[src/hw/rtl/fct_pkg.sv]
// Package: table geometry, entry and request/response types, sequencer states.
package fct_pkg;

  localparam int TABLE_ENTRIES = 256;
  localparam int AW            = $clog2(TABLE_ENTRIES);
  localparam int SW            = $clog2(TABLE_ENTRIES + 1);
  localparam int SCAN_CAP      = (TABLE_ENTRIES < 256) ? TABLE_ENTRIES : 256;

  typedef enum logic [1:0] {
    KIND_FREE = 2'd0,
    KIND_END  = 2'd1,
    KIND_RESV = 2'd2,
    KIND_LINK = 2'd3
  } kind_t;

  typedef enum logic [1:0] {
    FUNC_MARK   = 2'd0,
    FUNC_LOCATE = 2'd1,
    FUNC_EXTEND = 2'd2,
    FUNC_FREE   = 2'd3
  } func_t;

  typedef struct packed {
    kind_t      kind;
    logic [7:0] link;
  } entry_t;

  typedef struct packed {
    logic [1:0] func;
    logic [7:0] target_block;
    logic [1:0] mark_kind;
    logic [7:0] link_target;
    logic [7:0] chain_position;
    logic [8:0] block_count;
  } req_t;

  typedef struct packed {
    logic       ok;
    logic [7:0] result_block;
    logic       chain_short;
    logic [8:0] blocks_added;
  } rsp_t;

  typedef enum logic [2:0] {
    S_IDLE,
    S_START,
    S_WALK,
    S_RD,
    S_SCAN,
    S_MARK,
    S_DONE
  } state_t;

endpackage

[src/hw/rtl/fct_if.sv]
// Interfaces: request and response channels with valid/ready handshake.
interface fct_req_if;
  logic          valid;
  logic          ready;
  fct_pkg::req_t data;
  modport source (output valid, output data, input ready);
  modport sink   (input valid, input data, output ready);
endinterface

interface fct_rsp_if;
  logic          valid;
  logic          ready;
  fct_pkg::rsp_t data;
  modport source (output valid, output data, input ready);
  modport sink   (input valid, input data, output ready);
endinterface

[src/hw/rtl/fat_chain_table_engine_core.sv]
// Top level: allocation table chain engine with one table memory and a sequencer.
// Steps: mark writes the entry directly; locate/extend/free read the start entry and stop if it
// is not live, then follow links (free clears each entry before reading the next); extend then
// scans for free entries and links each one onto the chain. One request at a time;
// the next is taken once the result is registered. The table has one read and one write port.
// Reset (rst, synchronous): valid bits cleared so the table reads all free, scan_limit 256.
module fat_chain_table_engine_core (
  input  logic       clk,
  input  logic       rst,
  input  logic       cfg_we,
  input  logic [8:0] cfg_wdata,
  fct_req_if.sink    req,
  fct_rsp_if.source  rsp
);
  import fct_pkg::*;

  state_t state, state_next;

  entry_t                   mem [TABLE_ENTRIES];
  logic [TABLE_ENTRIES-1:0] vld;
  entry_t                   rdata;
  logic                     rvalid;
  entry_t                   ent;

  logic          rd_en;
  logic [AW-1:0] rd_addr;
  logic          wr_en;
  logic [AW-1:0] wr_addr;
  entry_t        wr_data;

  logic [8:0] scan_limit;

  req_t          item, item_next;
  logic [AW-1:0] blk, blk_next;
  logic [SW-1:0] steps, steps_next;
  logic [8:0]    idx, idx_next;
  logic [8:0]    added, added_next;
  logic [8:0]    lim, lim_next;
  logic          ok_r, ok_next;
  logic [7:0]    res, res_next;
  logic          shortf, shortf_next;

  logic          rsp_valid;
  rsp_t          rsp_data;

  logic          accept;
  logic          in_range;
  logic          live;
  logic          can_follow;
  logic          walk_go;
  logic [8:0]    idx_inc;
  logic [8:0]    added_inc;
  logic          rsp_free;
  logic [8:0]    lim_req;

  assign req.ready = (state == S_IDLE);
  assign accept    = req.valid && req.ready;
  assign in_range  = 32'(req.data.target_block) < TABLE_ENTRIES;
  assign ent       = rvalid ? rdata : entry_t'('0);
  assign live      = (ent.kind == KIND_END) || (ent.kind == KIND_LINK);
  assign can_follow = (ent.kind == KIND_LINK) && (32'(ent.link) < TABLE_ENTRIES);
  assign walk_go   = can_follow && (32'(steps) < TABLE_ENTRIES) &&
                     ((item.func != FUNC_LOCATE) || (32'(steps) < 32'(item.chain_position)));
  assign idx_inc   = 9'(idx + 9'd1);
  assign added_inc = 9'(added + 9'd1);
  assign rsp_free  = !rsp_valid || rsp.ready;
  assign lim_req   = (scan_limit > 9'(SCAN_CAP)) ? 9'(SCAN_CAP) : scan_limit;

  assign rsp.valid = rsp_valid;
  assign rsp.data  = rsp_data;

  // table memory, one read port and one write port, registered read
  always_ff @(posedge clk) begin
    if (wr_en) begin
      mem[wr_addr] <= wr_data;
    end
    if (rd_en) begin
      rdata <= mem[rd_addr];
    end
  end

  always_ff @(posedge clk) begin
    if (rst) begin
      vld    <= '0;
      rvalid <= 1'b0;
    end else begin
      if (wr_en) begin
        vld[wr_addr] <= 1'b1;
      end
      if (rd_en) begin
        rvalid <= vld[rd_addr];
      end
    end
  end

  always_ff @(posedge clk) begin
    if (rst) begin
      scan_limit <= 9'd256;
    end else if (cfg_we) begin
      scan_limit <= cfg_wdata;
    end
  end

  always_ff @(posedge clk) begin
    if (rst) begin
      state <= S_IDLE;
    end else begin
      state <= state_next;
    end
  end

  always_ff @(posedge clk) begin
    item   <= item_next;
    blk    <= blk_next;
    steps  <= steps_next;
    idx    <= idx_next;
    added  <= added_next;
    lim    <= lim_next;
    ok_r   <= ok_next;
    res    <= res_next;
    shortf <= shortf_next;
  end

  always_ff @(posedge clk) begin
    if (rst) begin
      rsp_valid <= 1'b0;
    end else if (state == S_DONE && rsp_free) begin
      rsp_valid <= 1'b1;
    end else if (rsp.ready) begin
      rsp_valid <= 1'b0;
    end
  end

  always_ff @(posedge clk) begin
    if (state == S_DONE && rsp_free) begin
      rsp_data.ok           <= ok_r;
      rsp_data.result_block <= res;
      rsp_data.chain_short  <= shortf;
      rsp_data.blocks_added <= added;
    end
  end

  always_comb begin
    state_next = state;
    unique case (state)
      S_IDLE: begin
        if (accept) begin
          if (!in_range || req.data.func == FUNC_MARK) begin
            state_next = S_DONE;
          end else begin
            state_next = S_START;
          end
        end
      end
      S_START: begin
        state_next = live ? S_WALK : S_DONE;
      end
      S_WALK: begin
        if (walk_go) begin
          state_next = (item.func == FUNC_FREE) ? S_RD : S_WALK;
        end else if (item.func == FUNC_EXTEND && lim != '0 && item.block_count != '0) begin
          state_next = S_SCAN;
        end else begin
          state_next = S_DONE;
        end
      end
      S_RD: begin
        state_next = S_WALK;
      end
      S_SCAN: begin
        if (ent.kind == KIND_FREE) begin
          state_next = S_MARK;
        end else if (idx_inc < lim) begin
          state_next = S_SCAN;
        end else begin
          state_next = S_DONE;
        end
      end
      S_MARK: begin
        state_next = (idx_inc < lim && added_inc < item.block_count) ? S_SCAN : S_DONE;
      end
      S_DONE: begin
        if (rsp_free) begin
          state_next = S_IDLE;
        end
      end
      default: state_next = S_IDLE;
    endcase
  end

  always_comb begin
    rd_en       = 1'b0;
    rd_addr     = blk;
    wr_en       = 1'b0;
    wr_addr     = blk;
    wr_data     = '0;
    item_next   = item;
    blk_next    = blk;
    steps_next  = steps;
    idx_next    = idx;
    added_next  = added;
    lim_next    = lim;
    ok_next     = ok_r;
    res_next    = res;
    shortf_next = shortf;
    unique case (state)
      S_IDLE: begin
        if (accept) begin
          item_next   = req.data;
          blk_next    = AW'(req.data.target_block);
          steps_next  = '0;
          idx_next    = '0;
          added_next  = '0;
          lim_next    = lim_req;
          ok_next     = 1'b0;
          res_next    = '0;
          shortf_next = 1'b0;
          if (in_range) begin
            if (req.data.func == FUNC_MARK) begin
              wr_en        = 1'b1;
              wr_addr      = AW'(req.data.target_block);
              wr_data.kind = kind_t'(req.data.mark_kind);
              wr_data.link = (req.data.mark_kind == KIND_LINK) ? req.data.link_target : 8'd0;
              ok_next      = 1'b1;
            end else begin
              rd_en   = 1'b1;
              rd_addr = AW'(req.data.target_block);
            end
          end
        end
      end
      S_START: begin
        if (live) begin
          ok_next = 1'b1;
          rd_en   = 1'b1;
          rd_addr = blk;
        end
      end
      S_WALK: begin
        if (walk_go) begin
          blk_next   = AW'(ent.link);
          steps_next = SW'(steps + 1'b1);
          if (item.func == FUNC_FREE) begin
            wr_en   = 1'b1;
            wr_addr = blk;
          end else begin
            rd_en   = 1'b1;
            rd_addr = AW'(ent.link);
          end
        end else begin
          unique case (func_t'(item.func))
            FUNC_LOCATE: begin
              res_next    = 8'(blk);
              shortf_next = 32'(steps) < 32'(item.chain_position);
            end
            FUNC_EXTEND: begin
              idx_next = '0;
              rd_en    = 1'b1;
              rd_addr  = '0;
            end
            FUNC_FREE: begin
              wr_en   = live;
              wr_addr = blk;
            end
            FUNC_MARK: begin
            end
          endcase
        end
      end
      S_RD: begin
        rd_en   = 1'b1;
        rd_addr = blk;
      end
      S_SCAN: begin
        if (ent.kind == KIND_FREE) begin
          wr_en        = 1'b1;
          wr_addr      = blk;
          wr_data.kind = KIND_LINK;
          wr_data.link = 8'(idx);
        end else begin
          idx_next = idx_inc;
          rd_en    = idx_inc < lim;
          rd_addr  = AW'(idx_inc);
        end
      end
      S_MARK: begin
        wr_en        = 1'b1;
        wr_addr      = AW'(idx);
        wr_data.kind = KIND_END;
        wr_data.link = 8'd0;
        blk_next     = AW'(idx);
        added_next   = added_inc;
        idx_next     = idx_inc;
        rd_en        = idx_inc < lim && added_inc < item.block_count;
        rd_addr      = AW'(idx_inc);
      end
      S_DONE: begin
      end
      default: begin
      end
    endcase
  end

endmodule

[src/flat_wrapper.sv]
// flat-port wrapper written by rule: the top's interface ports become plain ports
module fat_chain_table_engine_core_flat import fct_pkg::*;
  (clk, rst, cfg_we, cfg_wdata, req_valid, req_data, req_ready, rsp_valid, rsp_data, rsp_ready);
  fct_req_if req_i ();
  fct_rsp_if rsp_i ();
  input  logic clk;
  input  logic rst;
  input  logic cfg_we;
  input  logic [8:0] cfg_wdata;
  input wire logic [$bits(req_i.valid)-1:0] req_valid;
  input wire logic [$bits(req_i.data)-1:0] req_data;
  output wire logic [$bits(req_i.ready)-1:0] req_ready;
  output wire logic [$bits(rsp_i.valid)-1:0] rsp_valid;
  output wire logic [$bits(rsp_i.data)-1:0] rsp_data;
  input wire logic [$bits(rsp_i.ready)-1:0] rsp_ready;
  assign req_i.valid = req_valid;
  assign req_i.data = req_data;
  assign req_ready = req_i.ready;
  assign rsp_valid = rsp_i.valid;
  assign rsp_data = rsp_i.data;
  assign rsp_i.ready = rsp_ready;
  fat_chain_table_engine_core u_core (.clk(clk), .rst(rst), .cfg_we(cfg_we), .cfg_wdata(cfg_wdata), .req(req_i), .rsp(rsp_i));
endmodule
[config.mk]
export PLATFORM = sky130hd
export DESIGN_NAME = fat_chain_table_engine_core_flat
export DESIGN_NICKNAME = d
export VERILOG_FILES = /design/src/hw/rtl/fct_pkg.sv /design/src/hw/rtl/fct_if.sv /design/src/hw/rtl/fat_chain_table_engine_core.sv /design/src/flat_wrapper.sv
export SDC_FILE = /design/constraint.sdc
export NUM_CORES = 2
export LEC_CHECK = 0
export BUFFER_PORTS_ARGS = -buffer_cell sky130_fd_sc_hd__buf_2
export CORE_ASPECT_RATIO = 0.6
export CORE_UTILIZATION = 55
export CTS_BUF_LIST = sky130_fd_sc_hd__clkbuf_8
export CTS_CLUSTER_SIZE = 28
export DETAILED_ROUTE_END_ITERATION = 10
export PLACE_DENSITY = 0.71
export SYNTH_ARGS = -nofsm -noshare
export SYNTH_HDL_FRONTEND = slang
export SYNTH_SLANG_ARGS = --single-unit
[constraint.sdc]
create_clock -name clk -period 10.57 [get_ports clk]
set_input_delay 0.5285 -clock clk [delete_from_list [all_inputs] [get_ports clk]]
set_output_delay 0.5285 -clock clk [all_outputs]
set_load 0.05 [all_outputs]
==> flow_summary.ini <==
[flow_run]
cap_violations = 2

[finish]
multi_input_area_um2 = 29400
seq_area_um2 = 85300
area_growth_pct = 10.3
nets = 9602
fin_util_pct = 61.4
fillerInstances = 15900
drive_gt1_share_pct = 10.1

[synthesis]
yosys-top-cells-area = edfxtp_1, nand2_1, dfxtp_1, nand3_1, nor2_1
yosysMostFrequentCell = edfxtp_1
async_flop_share_pct = 0
synth.yosys.seq_area_share_pct = 72.9
synth_cells = 9318
synth.distinct_cells = 85
synth_area_um2 = 117000
yosys_warnings = 0
synth_fp_nets = 9395
synth_edf_count = 2662
synthTopCellsByCount = edfxtp_1, nand2_1, nor2_1
synth.avg_cell_area_um2 = 12.6
synth_top_area_share_pct = 68.3
synthFlopType = edfxtp_1
synth_top_cell_by_area = edfxtp_1
ys_seq_elements = 2932

[setup_path]
startpoint = u_core.state[1]
crit_type = reg -> reg
reg2reg_slack_ps = 3550
crit_chain = nor3b_2 -> nand3_1 -> o211ai_1 -> a21oi_1 -> o21ai_4 -> buf_12 -> buf_4 -> nand2_1 -> nand3_1 -> a21oi_1 -> nor3_1 -> nand4_1 -> or3_1 -> a211oi_1
worstPathArrival_ps = 7850
reg2reg_from = u_core.state[1]
startpoint_type = register
cp.required_ps = 11390
cp-end-kind = register
crit_family = simple AND/OR/NAND/NOR gates
r2r_end = u_core.rdata[6]
r2r_cells = 14
slowest_delay_ps = 1030
critPathBufInv = 2
crit_fanout = 187
crit_slowest_cell = nor3_1

[hold_path]
hold_path_depth = 2
min-delay-start = req_data[18]
hold_class = in -> reg
holdPathEnd = u_core.mem[229][1]

[floorplan]
die_area_um2 = 215000
start_util_pct = 55.7
core-area_um2 = 210000
pin_count = 72
die_width_um = 598
num_rows = 130
fp.dieH_um = 359

[clocking]
hold_buffers = 56
cts.sinks = 2932
clockRootBuffer = clkbuf_8
postCtsResizedCells = 0
post_cts_buffers = 0
numCtsBuffers = 409
cts_tree = done
clkTransAtPathRegs_ps = 80
cts_max_level = 5
cts_buffer_depth = 4
clock_latency_ps = 1030

[timing]
fin_skew_ps = 101
worst_pin_slew_ps = 1750
fin_setup_tns_ps = 0
period_share_pct = 66.4
hold_violations = 0
max_slew_margin_pct = -16.5
worst_slack_ps = 3550
setup_viol = 0
finalCriticalPeriod_ps = 7020
whs_ps = 168
fmax_mhz = 142
slew_viol_final = 177
rsz0062_at_grt = no

[power]
vdd_drop_max_mv = 0.444
totalPowerFinal_w = 0.0423
p_per_area_nw_per_um2 = 328
leakage_nw = 45.4

[routing]
wirelength_mm = 362
drtAntennaViolNets = 0
post_drt_wl_per_cell_um = 28.5
vias = 81000
drt_iter0_markers = 14800
drc = 0
first_pass_iters = 7
viasPerCell = 6.38

[global_route]
grt_pass1_wl_mm = 518
grt.busiest_layer = met1
gr-usage-met2_pct = 41.5
grt_overflow = 0
grtUsageMet1_pct = 51.2
antenna_found_initial = 18
met3_usage_pct = 14.8
grt_use_total_pct = 33.0
grt_pass1_vias = 74100
grt_start_max_net_pins = 227

[placed_design]
routabilityCongestion = 0.997
dp_slack_ps = 4220
hpwlAfterDp_mm = 222
port_buffers = 71

[status]
outcome = complete, but fails checks
violations = max-capacitance violations, max-slew violations
## cell usage in the layout (no fill, tap or decap), drive strengths merged, types with 137 or more instances in the layout
master	n
buf	314
nand3	803
clkbuf	447
nand2	2443
dfxtp	270
o22ai	149
o21ai	137
and3	151
o21a	262
a21oi	217
nor2	835
inv	193
edfxtp	2662
## flip-flops by register name (all words and copies together) (netlist names)
signal	count
u_core.lim	9
u_core.state	3
u_core.steps	9
u_core.added	9
u_core.scan_limit	9
u_core.rsp.data	19
u_core.rvalid	1
u_core.mem	2560
u_core.rsp.valid	1
u_core.blk	8
u_core.rdata	10
u_core.res	8
u_core.vld	256
u_core.idx	9
u_core.item	19
u_core.ok_r	1
u_core.shortf	1
## cell families after synthesis
logic type | after synthesis | synth area share [%]
simple gates | 4440 | 15.9
flops | 2932 | 72.9
compound gates | 1162 | 6.70
buf+inv | 611 | 2.27
mux | 126 | 1.80
fa+ha+maj | 26 | 0.278
xor+xnor | 21 | 0.157
## power breakdown
part           leakage, nW  switching (W)  internal (W)  total (W)
Sequential            26.4       0.000221        0.0137     0.0139
Combinational         14.5         0.0150       0.00494     0.0200
Clock                 4.44        0.00434       0.00407    0.00841
Total                 45.4         0.0196        0.0227     0.0423
## worst max path at each step
stage | endpoint | depth (start not counted) | slack (ps)
after floorplan | u_core.mem[0][1] | 10 | 4190
after global placement | u_core.rdata[6] | 14 | 4240
after detailed placement | u_core.rdata[8] | 14 | 4220
after CTS | u_core.rdata[6] | 14 | 4140
after global routing | u_core.rdata[8] | 14 | 3590
final | u_core.rdata[6] | 14 | 3550
## per-stage QoR
| step | cells | cell area, µm² |
|---|---|---|
| after floorplan | 9318 | 117000 |
| after global placement | 11900 | 121000 |
| after detailed placement | 11900 | 121000 |
| after CTS | 12700 | 129000 |
| after global routing | 12700 | 129000 |
| final | 12700 | 129000 |
## metal layers
layer | vias to the layer above | routed length, µm
met5 | - | 41
met4 | 6 | 8630
met3 | 650 | 65200
met2 | 6336 | 141000
met1 | 39800 | 147000
li1 | 34300 | -
## cell type report
type / instances / share of cell area, %
inverter: 35 / 0.108
clock buffer: 445 / 4.75
clock inverter: 296 / 1.15
tap: 2838 / 2.75
antenna: 13 / 0.0252
timing repair buffer: 372 / 2.34
multi-input combinational: 5775 / 22.8
sequential: 2932 / 66.1
(Power assumes the default switching activity.)
